`src/hw/rtl/assert_macros.svh`:
```
// assertion macros included by the filter top
`ifndef ASSERT_MACROS_SVH
`define ASSERT_MACROS_SVH

`ifndef NO_ASSERTIONS

`define ASSERT_RST(label, clk, rst, prop, msg) \
   label: assert property (@(posedge clk) disable iff (rst) (prop)) else $error(msg);

`define ASSERT_ALWAYS(label, clk, prop, msg) \
   label: assert property (@(posedge clk) (prop)) else $error(msg);

`else

`define ASSERT_RST(label, clk, rst, prop, msg)

`define ASSERT_ALWAYS(label, clk, prop, msg)

`endif

`endif

```
`src/hw/rtl/ahdf_pkg.sv`:
```
// constants and helpers for the alphanumeric history dedup filter
package ahdf_pkg;

   localparam int HISTORY_MAX_DEF = 16;
   localparam int COUNT_BITS_DEF  = 16;
   localparam int BYTE_W          = 8;
   localparam int DEPTH_W         = 5;

   function automatic logic is_alnum(input logic [BYTE_W-1:0] b);
      logic digit;
      logic upper;
      logic lower;
      digit = (b >= 8'h30) && (b <= 8'h39);
      upper = (b >= 8'h41) && (b <= 8'h5A);
      lower = (b >= 8'h61) && (b <= 8'h7A);
      return digit || upper || lower;
   endfunction

endpackage

```
`src/hw/rtl/alnum_history_dedup_filter_top.sv`:
```
// alphanumeric byte filter with first-in-first-out duplicate history
// registers: input stage, then result stage; one parallel history compare lies between them
// throughput: one word per cycle while the result stage is not held by rsp_stall
// reset: synchronous, active high; clears history valid bits, ring pointer, fill level,
// count, pipeline valids and sets the depth register to zero
`include "assert_macros.svh"

module alnum_history_dedup_filter_top
   import ahdf_pkg::*;
#(
   parameter int HISTORY_MAX = HISTORY_MAX_DEF,
   parameter int COUNT_BITS  = COUNT_BITS_DEF
) (
   input  logic                  clock,
   input  logic                  reset,
   input  logic                  csr_valid,
   output logic                  csr_ready,
   input  logic [DEPTH_W-1:0]    csr_wdata,
   input  logic                  req_valid,
   output logic                  req_stall,
   input  logic [BYTE_W-1:0]     req_data_byte,
   input  logic                  req_block_end,
   output logic                  rsp_valid,
   input  logic                  rsp_stall,
   output logic                  rsp_emit_valid,
   output logic [BYTE_W-1:0]     rsp_out_byte,
   output logic [COUNT_BITS-1:0] rsp_emitted_count,
   output logic                  rsp_last_of_block
);

   localparam int IDX_W  = (HISTORY_MAX > 1) ? $clog2(HISTORY_MAX) : 1;
   localparam int FILL_W = $clog2(HISTORY_MAX + 1);
   localparam int SUM_W  = IDX_W + 1;
   localparam int CMP_W  = (FILL_W > DEPTH_W) ? FILL_W : DEPTH_W;

   // configuration
   logic [DEPTH_W-1:0] depth_ff;

   // input stage
   logic              s1_valid_ff;
   logic [BYTE_W-1:0] s1_byte_ff;
   logic              s1_end_ff;

   // history state
   logic [BYTE_W-1:0] hist_byte_ff [HISTORY_MAX];
   logic [BYTE_W-1:0] hist_byte_in [HISTORY_MAX];
   logic [HISTORY_MAX-1:0] hist_valid_ff, hist_valid_in;
   logic [IDX_W-1:0]  oldest_ff, oldest_in;
   logic [FILL_W-1:0] fill_ff, fill_in;
   logic [COUNT_BITS-1:0] count_ff, count_in;

   // result stage
   logic                  rsp_valid_ff;
   logic                  rsp_emit_ff;
   logic [BYTE_W-1:0]     rsp_byte_ff;
   logic [COUNT_BITS-1:0] rsp_count_ff;
   logic                  rsp_last_ff;

   logic              out_load;
   logic              advance;
   logic [CMP_W-1:0]  depth_eff;
   logic              hit;
   logic              alnum;
   logic              emit;
   logic              add_entry;
   logic [SUM_W-1:0]  app_sum;
   logic [SUM_W-1:0]  inc_sum;
   logic [IDX_W-1:0]  wr_pos;
   logic [COUNT_BITS-1:0] count_inc;

   assign csr_ready = 1'b1;

   assign out_load  = !rsp_valid_ff || !rsp_stall;
   assign advance   = s1_valid_ff && out_load;
   assign req_stall = s1_valid_ff && !out_load;

   always_comb begin
      depth_eff = (CMP_W'(depth_ff) > CMP_W'(HISTORY_MAX)) ? CMP_W'(HISTORY_MAX)
                                                            : CMP_W'(depth_ff);
      alnum = is_alnum(s1_byte_ff);
      hit = 1'b0;
      for (int i = 0; i < HISTORY_MAX; i++) begin
         if (hist_valid_ff[i] && (hist_byte_ff[i] == s1_byte_ff)) begin
            hit = 1'b1;
         end
      end
      emit      = alnum && ((depth_eff == '0) || !hit);
      add_entry = alnum && (depth_eff != '0) && !hit;

      app_sum = SUM_W'(oldest_ff) + SUM_W'(fill_ff);
      if (app_sum >= SUM_W'(HISTORY_MAX)) begin
         app_sum = app_sum - SUM_W'(HISTORY_MAX);
      end
      inc_sum = SUM_W'(oldest_ff) + SUM_W'(1);
      if (inc_sum >= SUM_W'(HISTORY_MAX)) begin
         inc_sum = inc_sum - SUM_W'(HISTORY_MAX);
      end

      count_inc = count_ff;
      if (emit && (count_ff != '1)) begin
         count_inc = count_ff + COUNT_BITS'(1);
      end

      hist_byte_in  = hist_byte_ff;
      hist_valid_in = hist_valid_ff;
      oldest_in     = oldest_ff;
      fill_in       = fill_ff;
      count_in      = count_ff;
      wr_pos        = oldest_ff;

      if (advance) begin
         if (add_entry) begin
            if (CMP_W'(fill_ff) < depth_eff) begin
               wr_pos  = app_sum[IDX_W-1:0];
               fill_in = fill_ff + FILL_W'(1);
            end else begin
               wr_pos    = oldest_ff;
               oldest_in = inc_sum[IDX_W-1:0];
            end
            hist_byte_in[wr_pos]  = s1_byte_ff;
            hist_valid_in[wr_pos] = 1'b1;
         end
         count_in = count_inc;
         if (s1_end_ff) begin
            hist_valid_in = '0;
            oldest_in     = '0;
            fill_in       = '0;
            count_in      = '0;
         end
      end
   end

   always_ff @(posedge clock) begin
      if (reset) begin
         depth_ff      <= '0;
         s1_valid_ff   <= 1'b0;
         hist_valid_ff <= '0;
         oldest_ff     <= '0;
         fill_ff       <= '0;
         count_ff      <= '0;
         rsp_valid_ff  <= 1'b0;
      end else begin
         if (csr_valid && csr_ready) begin
            depth_ff <= csr_wdata;
         end
         if (!req_stall) begin
            s1_valid_ff <= req_valid;
         end
         hist_valid_ff <= hist_valid_in;
         oldest_ff     <= oldest_in;
         fill_ff       <= fill_in;
         count_ff      <= count_in;
         if (out_load) begin
            rsp_valid_ff <= s1_valid_ff;
         end
      end
   end

   always_ff @(posedge clock) begin
      hist_byte_ff <= hist_byte_in;
      if (req_valid && !req_stall) begin
         s1_byte_ff <= req_data_byte;
         s1_end_ff  <= req_block_end;
      end
      if (advance) begin
         rsp_emit_ff  <= emit;
         rsp_byte_ff  <= emit ? s1_byte_ff : '0;
         rsp_count_ff <= count_inc;
         rsp_last_ff  <= s1_end_ff;
      end
   end

   assign rsp_valid         = rsp_valid_ff;
   assign rsp_emit_valid    = rsp_emit_ff;
   assign rsp_out_byte      = rsp_byte_ff;
   assign rsp_emitted_count = rsp_count_ff;
   assign rsp_last_of_block = rsp_last_ff;

   `ASSERT_RST(a_fill_bound, clock, reset,
      FILL_W'(HISTORY_MAX) >= fill_ff, "fill level above history size")
   `ASSERT_RST(a_emit_counts, clock, reset,
      (rsp_valid_ff && rsp_emit_ff) |-> (rsp_count_ff != '0), "emitted word with zero count")
   `ASSERT_RST(a_drop_zero_byte, clock, reset,
      (rsp_valid_ff && !rsp_emit_ff) |-> (rsp_byte_ff == '0), "dropped word carries a byte")
   `ASSERT_RST(a_accept_loads, clock, reset,
      (req_valid && !req_stall) |=> s1_valid_ff, "accepted word not held in input stage")

endmodule
```
`config.mk`:
```
export PLATFORM = sky130hd
export DESIGN_NAME = alnum_history_dedup_filter_top
export DESIGN_NICKNAME = d
export VERILOG_FILES = /design/src/hw/rtl/ahdf_pkg.sv /design/src/hw/rtl/alnum_history_dedup_filter_top.sv
export VERILOG_INCLUDE_DIRS = /design/src /design/src/hw/rtl
export SDC_FILE = /design/constraint.sdc
export NUM_CORES = 1
export LEC_CHECK = 0
export ABC_AREA = 1
export BUFFER_PORTS_ARGS = -buffer_cell sky130_fd_sc_hd__buf_2
export CAP_MARGIN = 15
export CORE_ASPECT_RATIO = 0.75
export CORE_UTILIZATION = 50
export CTS_CLUSTER_SIZE = 10
export DETAILED_ROUTE_END_ITERATION = 10
export GPL_ROUTABILITY_DRIVEN = 0
export GPL_TIMING_DRIVEN = 0
export PLACE_DENSITY = 0.7
export SYNTH_ARGS = -nofsm -noshare
export SYNTH_HDL_FRONTEND = slang
export SYNTH_SLANG_ARGS = --single-unit
```
`constraint.sdc`:
```
create_clock -name clock -period 4.06 [get_ports clock]
set_input_delay 0.812 -clock clock [delete_from_list [all_inputs] [get_ports clock]]
set_output_delay 0.812 -clock clock [all_outputs]
set_load 0.02 [all_outputs]
```
==> results of run 1 <==
[worst max-delay path: cells and delay by family (launching register included)]
family | cells | cell delay (ps)
simple gates | 9 | 1560
flops | 1 | 800
buf+inv | 4 | 950
compound gates | 1 | 220
[cell usage after synthesis]
library cell  count  share of area (%)
a221oi_1          1              0.089
nor2_1          144                5.5
fa_1              1               0.20
o2111ai_1         1              0.089
inv_1           120                4.6
dfxtp_1          48                9.8
conb_1            2              0.077
or2_2             2               0.13
and2_1            4               0.26
clkbuf_1          8               0.31
buf_6             6               0.69
o21ai_0          45                2.3
or2_0             2               0.13
xor2_1            6               0.54
xnor2_1          25                2.2
o21bai_1          1              0.077
or2_1             4               0.26
inv_4             1              0.064
nor3_1           21                1.1
o21ai_1           6               0.31
nand2_2           3               0.19
nand4_1          25                1.6
nand3b_1          1              0.077
buf_2            12               0.61
inv_2             7               0.27
edfxtp_1        163                 50
ha_1             10                1.3
o21ai_4           1               0.17
o21bai_2          1               0.11
nand3_2           2               0.20
clkinv_1          1              0.038
buf_4             8               0.61
nand3_1          46                2.3
o22ai_1           1              0.064
nor3b_1           1              0.077
nand2_1         274                 10
a211oi_4          1               0.20
o21a_1            1              0.077
nor4_1            2               0.13
a21oi_1          55                2.8
[how the worst min path moves through the flow]
| stage | start | endpoint | slack, ps | cells past startpoint |
|---|---|---|---|---|
| 2_1_floorplan | hist_valid_ff[10] | hist_valid_ff[10] | 440 | 2 |
| 3_3_place_gp | hist_valid_ff[0] | hist_valid_ff[0] | 450 | 2 |
| 3_5_place_dp | hist_valid_ff[5] | hist_valid_ff[5] | 450 | 2 |
| 4_1_cts | hist_valid_ff[11] | hist_valid_ff[11] | 460 | 2 |
| 5_1_grt | req_data_byte[1] | s1_byte_ff[1] | 470 | 1 |
| 6_report | count_ff[15] | count_ff[15] | 460 | 2 |
[kinds of logic (layout without fill, tap and decap cells)]
family,count (synthesis),in the layout,synth area share (%)
AND/OR/NAND/NOR,531,531,22.46
flip-flops,211,211,59.73
buffers and inverters,163,274,7.186
AO/OA/AOI/OAI,114,114,6.292
XOR/XNOR,31,31,2.770
adder cells (fa/ha/maj),11,11,1.481
other,2,2,0.07661
[what timing repair did]
| action | in CTS | in global routing |
|---|---|---|
| endpoints found under the hold margin | 0 | 0 |
| buffers inserted | 10 | 4 |
| pin swaps | 0 | 1 |
| setup endpoints to repair | 125 | 121 |
| gates resized for setup | 9 | 9 |
[layout make-up]
cell class | count | area (sq um)
fill | 1606 | 7488
sequential | 211 | 5856
multi-input combinational | 689 | 3327
clock buffer | 44 | 716.9
inverter | 129 | 486.7
timing repair buffer | 66 | 420.4
tap | 247 | 309.0
buffer | 34 | 219.0
clock inverter | 1 | 7.507
[where the power goes]
part	leakage [nW]	switching, mW	total, mW	internal (mW)
clock	0.343	0.837	2.02	1.18
combinational	2.29	0.247	0.341	0.0940
sequential	1.89	0.0171	2.37	2.35
[metal layers]
layer / vias to the layer above / track usage (%) / share of wire [%]
li1: 3671 / - / -
met1: 3648 / 40.87 / 46
met2: 371 / 38.82 / 41
met3: 50 / 5.267 / 11
met4: 0 / 7.581 / 2.7
met5: - / 0 / 0
[registers in the layout, summed over array words and instances, names as in the netlist, 4 cells and up]
register           count
count_ff              16
rsp_out_byte           8
oldest_ff              4
hist_byte_ff         128
s1_byte_ff             8
depth_ff               5
fill_ff                5
hist_valid_ff         16
rsp_emitted_count     16
[metrics by stage]
step	power (mW)	hold WS, ps	setup TNS (ps)	util (%)	cells
finish	4.728	464.3	0	60.23	1421
global route	4.853	465.6	-1100	60.23	1421
CTS	4.733	462.9	-2425	59.71	1414
detailed placement	2.722	454.5	-30920	55.14	1359
global placement	2.712	449.9	-130140	54.92	1356
floorplan	2.599	436.2	0	-	1063
==> key figures, run 1 <==
Worst setup path
  – Internal reg-to-reg setup slack: around 140 ps
  – Crit path cell chain: inv_2 > buf_2 > o21ai_0 > nor2_1 > nand3_1 > nor2_1 > nor2_1 > nand2_1 > nor2_1 > nand2_1 > or2_1 > buf_6 > clkbuf_1 > nor3_2
  – WS Path Type: reg2reg
  – Slowest CP cell: edfxtp_1
  – R2r endpoint: hist_byte_ff[108]
  – FF-to-FF Start: s1_byte_ff[1]
  – Path depth of the worst reg2reg path: 14
  – Largest fanout on the critical path: 12
  – Critical Path End: hist_byte_ff[108]
  – CP arrival: ~4100 ps
  – Worst setup SP type: flip-flop
  – CP Capture Type: flip-flop
  – Crit path largest cell delay: about 800 ps
  – CP required: 4190 ps
  – Origin of the worst setup path: s1_byte_ff[1]
  – Crit-path most repeated cell: nor2_1

GRT
  – Initial antenna violation count: 0
  – First-pass GRT wire length: 39,610 microns
  – GR Overflow Total: 0
  – Global Route Usage Sum: between 20% and 30%
  – Vias in the first global route: 6,995
  – Largest net degree at the start of global routing: 21

Die
  – # rows: 43
  – Full die area: 0.02018 sq mm
  – Chip height: roughly 120 microns
  – Starting Density: between 50% and 60%
  – CORE AREA: approximately 0.019 sq mm
  – Chip width: between 150 and 200 microns
  – I/O pin cnt: 48

Drt
  – DRC viols: 0
  – Drt total wl: between 20,000 and 30,000 microns
  – Vias: about 7,700
  – DRT Pass-1 Iters: 7
  – WL/cell: 18.43 microns
  – Final ANT Viol Nets: 0
  – DR vias/cell: around 5.4
  – DRT iter0 DRCs: between 800 and 900

Clock tree
  – Root Buffer: clkbuf_16
  – Cts hold-fix bufs: 0
  – CTS Sinks: between 200 and 250
  – CTS tree: done
  – Clk slew on worst S/H paths: 60 ps
  – H-Tree Level Count: 1
  – Clock latency on the worst-skew pair: 520 ps
  – Total CTS buffers: 25
  – Clk buf depth: 3

STA
  – Max Clk Rate: between 0.2 and 0.3 GHz
  – Final Hold Fails: 0
  – Slew HR: 46.97%
  – Tcrit/Tclk final: a little over nine tenths
  – Slew at the pin with the worst max-slew slack: around 800 ps
  – Clk_skew: between 15 and 20 ps
  – Post-route setup slack: ~140 ps
  – Pins Over Slew Limit: 0
  – Setup-failing EPs final: 0
  – RSZ-0062 raised after global routing: yes
  – Fin crit period: 3922 ps

Final layout
  – Diodes inserted: 0
  – Layout area overhead: 15.70%
  – NumNets Final: approximately 1,200
  – Most frequent cells in the layout: nand2_1, edfxtp_1, nor2_1
  – Commonest non-fill, non-tap cell in the layout: nand2_1
  – Design area: ~0.011 sq mm
  – Share of cells above drive strength 1: 13.12%

Synthesis
  – Netlist Area Pre-Place: 0.009803 sq mm
  – Synth Net Count: ~1,100
  – Synthesized flop and latch total: 211
  – Sequential fraction of the synthesis area: 59.73%
  – Synth cell types: 40
  – Avg Cell Area, Syn: 9.222 sq um
  – Cell count after synthesis: around 1,100
  – Ys Warns: 0

Hold path
  – Worst min path class: reg2reg

Placement
  – DP HPWL: 16,620 microns
  – IO Port Bufs: between 40 and 50
  – DP Area: 0.01038 sq mm
  – Pre-CTS setup slack: -476.9 ps

Run status
  – Status: finished, final reports clean

Power
  – PD cells: ~420 mW/mm^2
  – Leakage: about 4.5 nW
  – Peak VDD IR: about 0.00035 V

Job
  – Max-cap violations: 0
No activity file was read; power rests on OpenSTA's default activity.
==> inputs of run 2 (changes only) <==
--- a/config.mk
+++ b/config.mk
@@ -11,6 +11,7 @@
 export CAP_MARGIN = 15
 export CORE_ASPECT_RATIO = 0.75
 export CORE_UTILIZATION = 50
+export CTS_BUF_LIST = sky130_fd_sc_hd__clkbuf_16
 export CTS_CLUSTER_SIZE = 10
 export DETAILED_ROUTE_END_ITERATION = 10
 export GPL_ROUTABILITY_DRIVEN = 0
==> run 2 against run 1 <==
Cell count unchanged; sequential power hardly changed; first-iteration DRC count grew 1.0%; largest cell class unchanged.
==> key figures, run 2 (synthesis gave the netlist of run 1 again) <==
Worst setup path
  – Slowest CP cell: edfxtp_1
  – FF-to-FF Start: s1_byte_ff[1]
  – Crit-path most repeated cell: nor2_1
  – WS Path Type: reg2reg
  – R2r endpoint: hist_byte_ff[108]
  – CP bufs+invs: 4
  – Delay-heaviest family, CP: simple AND/OR/NAND/NOR gates
  – CP required: about 4200 ps
  – CP Capture Type: flip-flop
  – Internal reg-to-reg setup slack: about 120 ps
  – Worst setup SP type: flip-flop
  – Crit path cell chain: inv_2 > buf_2 > o21ai_0 > nor2_1 > nand3_1 > nor2_1 > nor2_1 > nand2_1 > nor2_1 > nand2_1 > or2_1 > buf_6 > clkbuf_1 > nor3_2
  – Crit path largest cell delay: about 790 ps
  – Path depth of the worst reg2reg path: 14
  – CP arrival: 4070 ps
  – Largest fanout on the critical path: 12

Drt
  – WL/cell: about 18 microns
  – DRT iter0 DRCs: ~900
  – DRC viols: 0
  – Final ANT Viol Nets: 0
  – Vias: 7,733
  – Drt total wl: 26,230 microns
  – DRT Pass-1 Iters: 9
  – DR vias/cell: approximately 5.4

Power
  – Total Power: approximately 4.6 mW
  – Leakage: ~4.6 nW
  – Peak VDD IR: 0.0003449 V
  – PD cells: 410.6 mW/mm^2

Clock tree
  – Root Buffer: clkbuf_16
  – Clk buf depth: 3
  – CTS Sinks: around 210
  – H-Tree Level Count: 1
  – CTS tree: done
  – Clk slew on worst S/H paths: about 60 ps
  – Total CTS buffers: 25
  – Clock latency on the worst-skew pair: approximately 520 ps
  – Cts hold-fix bufs: 0

Die
  – I/O pin cnt: 48
  – Chip height: between 100 and 150 microns
  – Full die area: 0.02018 sq mm
  – CORE AREA: 0.01883 sq mm
  – # rows: 43
  – Chip width: ~160 microns
  – Starting Density: ~52%

Placement
  – DP Area: between 0.01 and 0.015 sq mm
  – DP HPWL: about 17,000 microns
  – IO Port Bufs: 46
  – Placed instance count: around 1,400

Final layout
  – Max reg flops: around 130
  – Layout Cells excl Fill: roughly 1,400
  – Sequential standard cell area: just under 0.006 sq mm
  – Area of the multi-input gates: 0.003327 sq mm
  – Diodes inserted: 0
  – Layout area overhead: 15.49%
  – Share of cells above drive strength 1: 12.95%
  – Design area: between 0.01 and 0.015 sq mm
  – Most frequent cells in the layout: nand2_1, edfxtp_1, nor2_1
  – Commonest non-fill, non-tap cell in the layout: nand2_1
  – Biggest register: hist_byte_ff
  – Fillers: 1,607
  – NumNets Final: ~1,200

GRT
  – Global Route Usage Sum: 26.83%
  – Initial antenna violation count: 0
  – Largest net degree at the start of global routing: 21
  – First-pass GRT wire length: 39,570 microns
  – GR Overflow Total: 0
  – Vias in the first global route: 6,990

STA
  – Setup-failing EPs final: 0
  – Final worst hold slack: 464.7 ps
  – RSZ-0062 raised after global routing: yes
  – Slew HR: between 40 and 50%
  – Pins Over Slew Limit: 0
  – Final Hold Fails: 0
  – Setup tns final: 0 ps
  – Max Clk Rate: around 0.25 GHz
  – Slew at the pin with the worst max-slew slack: ~810 ps
  – Tcrit/Tclk final: 96.99%
  – Fin crit period: about 3900 ps
  – Clk_skew: 16.31 ps

Hold path
  – Worst min path class: reg2reg
  – Worst Hold Depth: 2
  – HP Start: count_ff[15]
  – Endpoint, Worst Hold: count_ff[15]

Job
  – Max-cap violations: 0

Run status
  – Status: finished, final reports clean
==> run 2: layout make-up <==
class / instances / share of cell area (%)
clock buffers: 25 / 5.525
well taps: 247 / 2.730
multi-input cells: 689 / 29.38
repair buffers: 66 / 3.713
flip-flops and latches: 211 / 51.72
inverters: 129 / 4.299
clock inverters: 20 / 0.6962
plain buffers: 34 / 1.934
==> run 2: through the flow <==
| step | setup slack (ps) | utilization (%) |
|---|---|---|
| 2_1_floorplan | 84.75 | - |
| 3_3_place_gp | -1076 | 54.92 |
| 3_5_place_dp | -476.9 | 55.14 |
| 4_1_cts | -155.5 | 59.60 |
| 5_1_grt | -63.50 | 60.13 |
| 6_report | 122.3 | 60.13 |
==> run 2: power by group <==
group / switching, mW / internal (mW)
Sequential: 0.0172 / 2.35
Clock: 0.838 / 1.10
Combinational: 0.248 / 0.0940
==> run 2: tightest hold or removal path, stage by stage (launching register included) <==
cell	delay [ps]
dfxtp_1	310
nand2_1	60
a21oi_1	50
==> run 2: worst max-delay path by stage <==
stage | startpoint | slack [ps] | cells after the start | to
after floorplan | rsp_stall | 80 | 8 | hist_byte_ff[0]
after global placement | rsp_stall | -1080 | 9 | count_ff[3]
after detailed placement | s1_byte_ff[6] | -480 | 14 | hist_byte_ff[40]
after CTS | depth_ff[0] | -160 | 13 | hist_byte_ff[59]
after global routing | depth_ff[0] | -60 | 13 | hist_byte_ff[73]
final | s1_byte_ff[1] | 120 | 14 | hist_byte_ff[108]
==> run 2: layer usage <==
metal	share of wire, %	vias up	wire [microns]	track usage [%]
li1	-	3669	-	-
met1	45	3624	11810	40.83
met2	41	386	10720	38.77
met3	11	54	2927	5.267
met4	2.9	0	765	7.581
met5	0	-	0	0
==> run 2: repair_timing <==
action | 4_1_cts | 5_1_grt
endpoints found under the setup margin | 125 | 121
pin swaps | 0 | 1
cloned | 0 | 0
setup buffers | 10 | 4
hold endpoints to repair | 0 | 0
resized for setup | 9 | 9
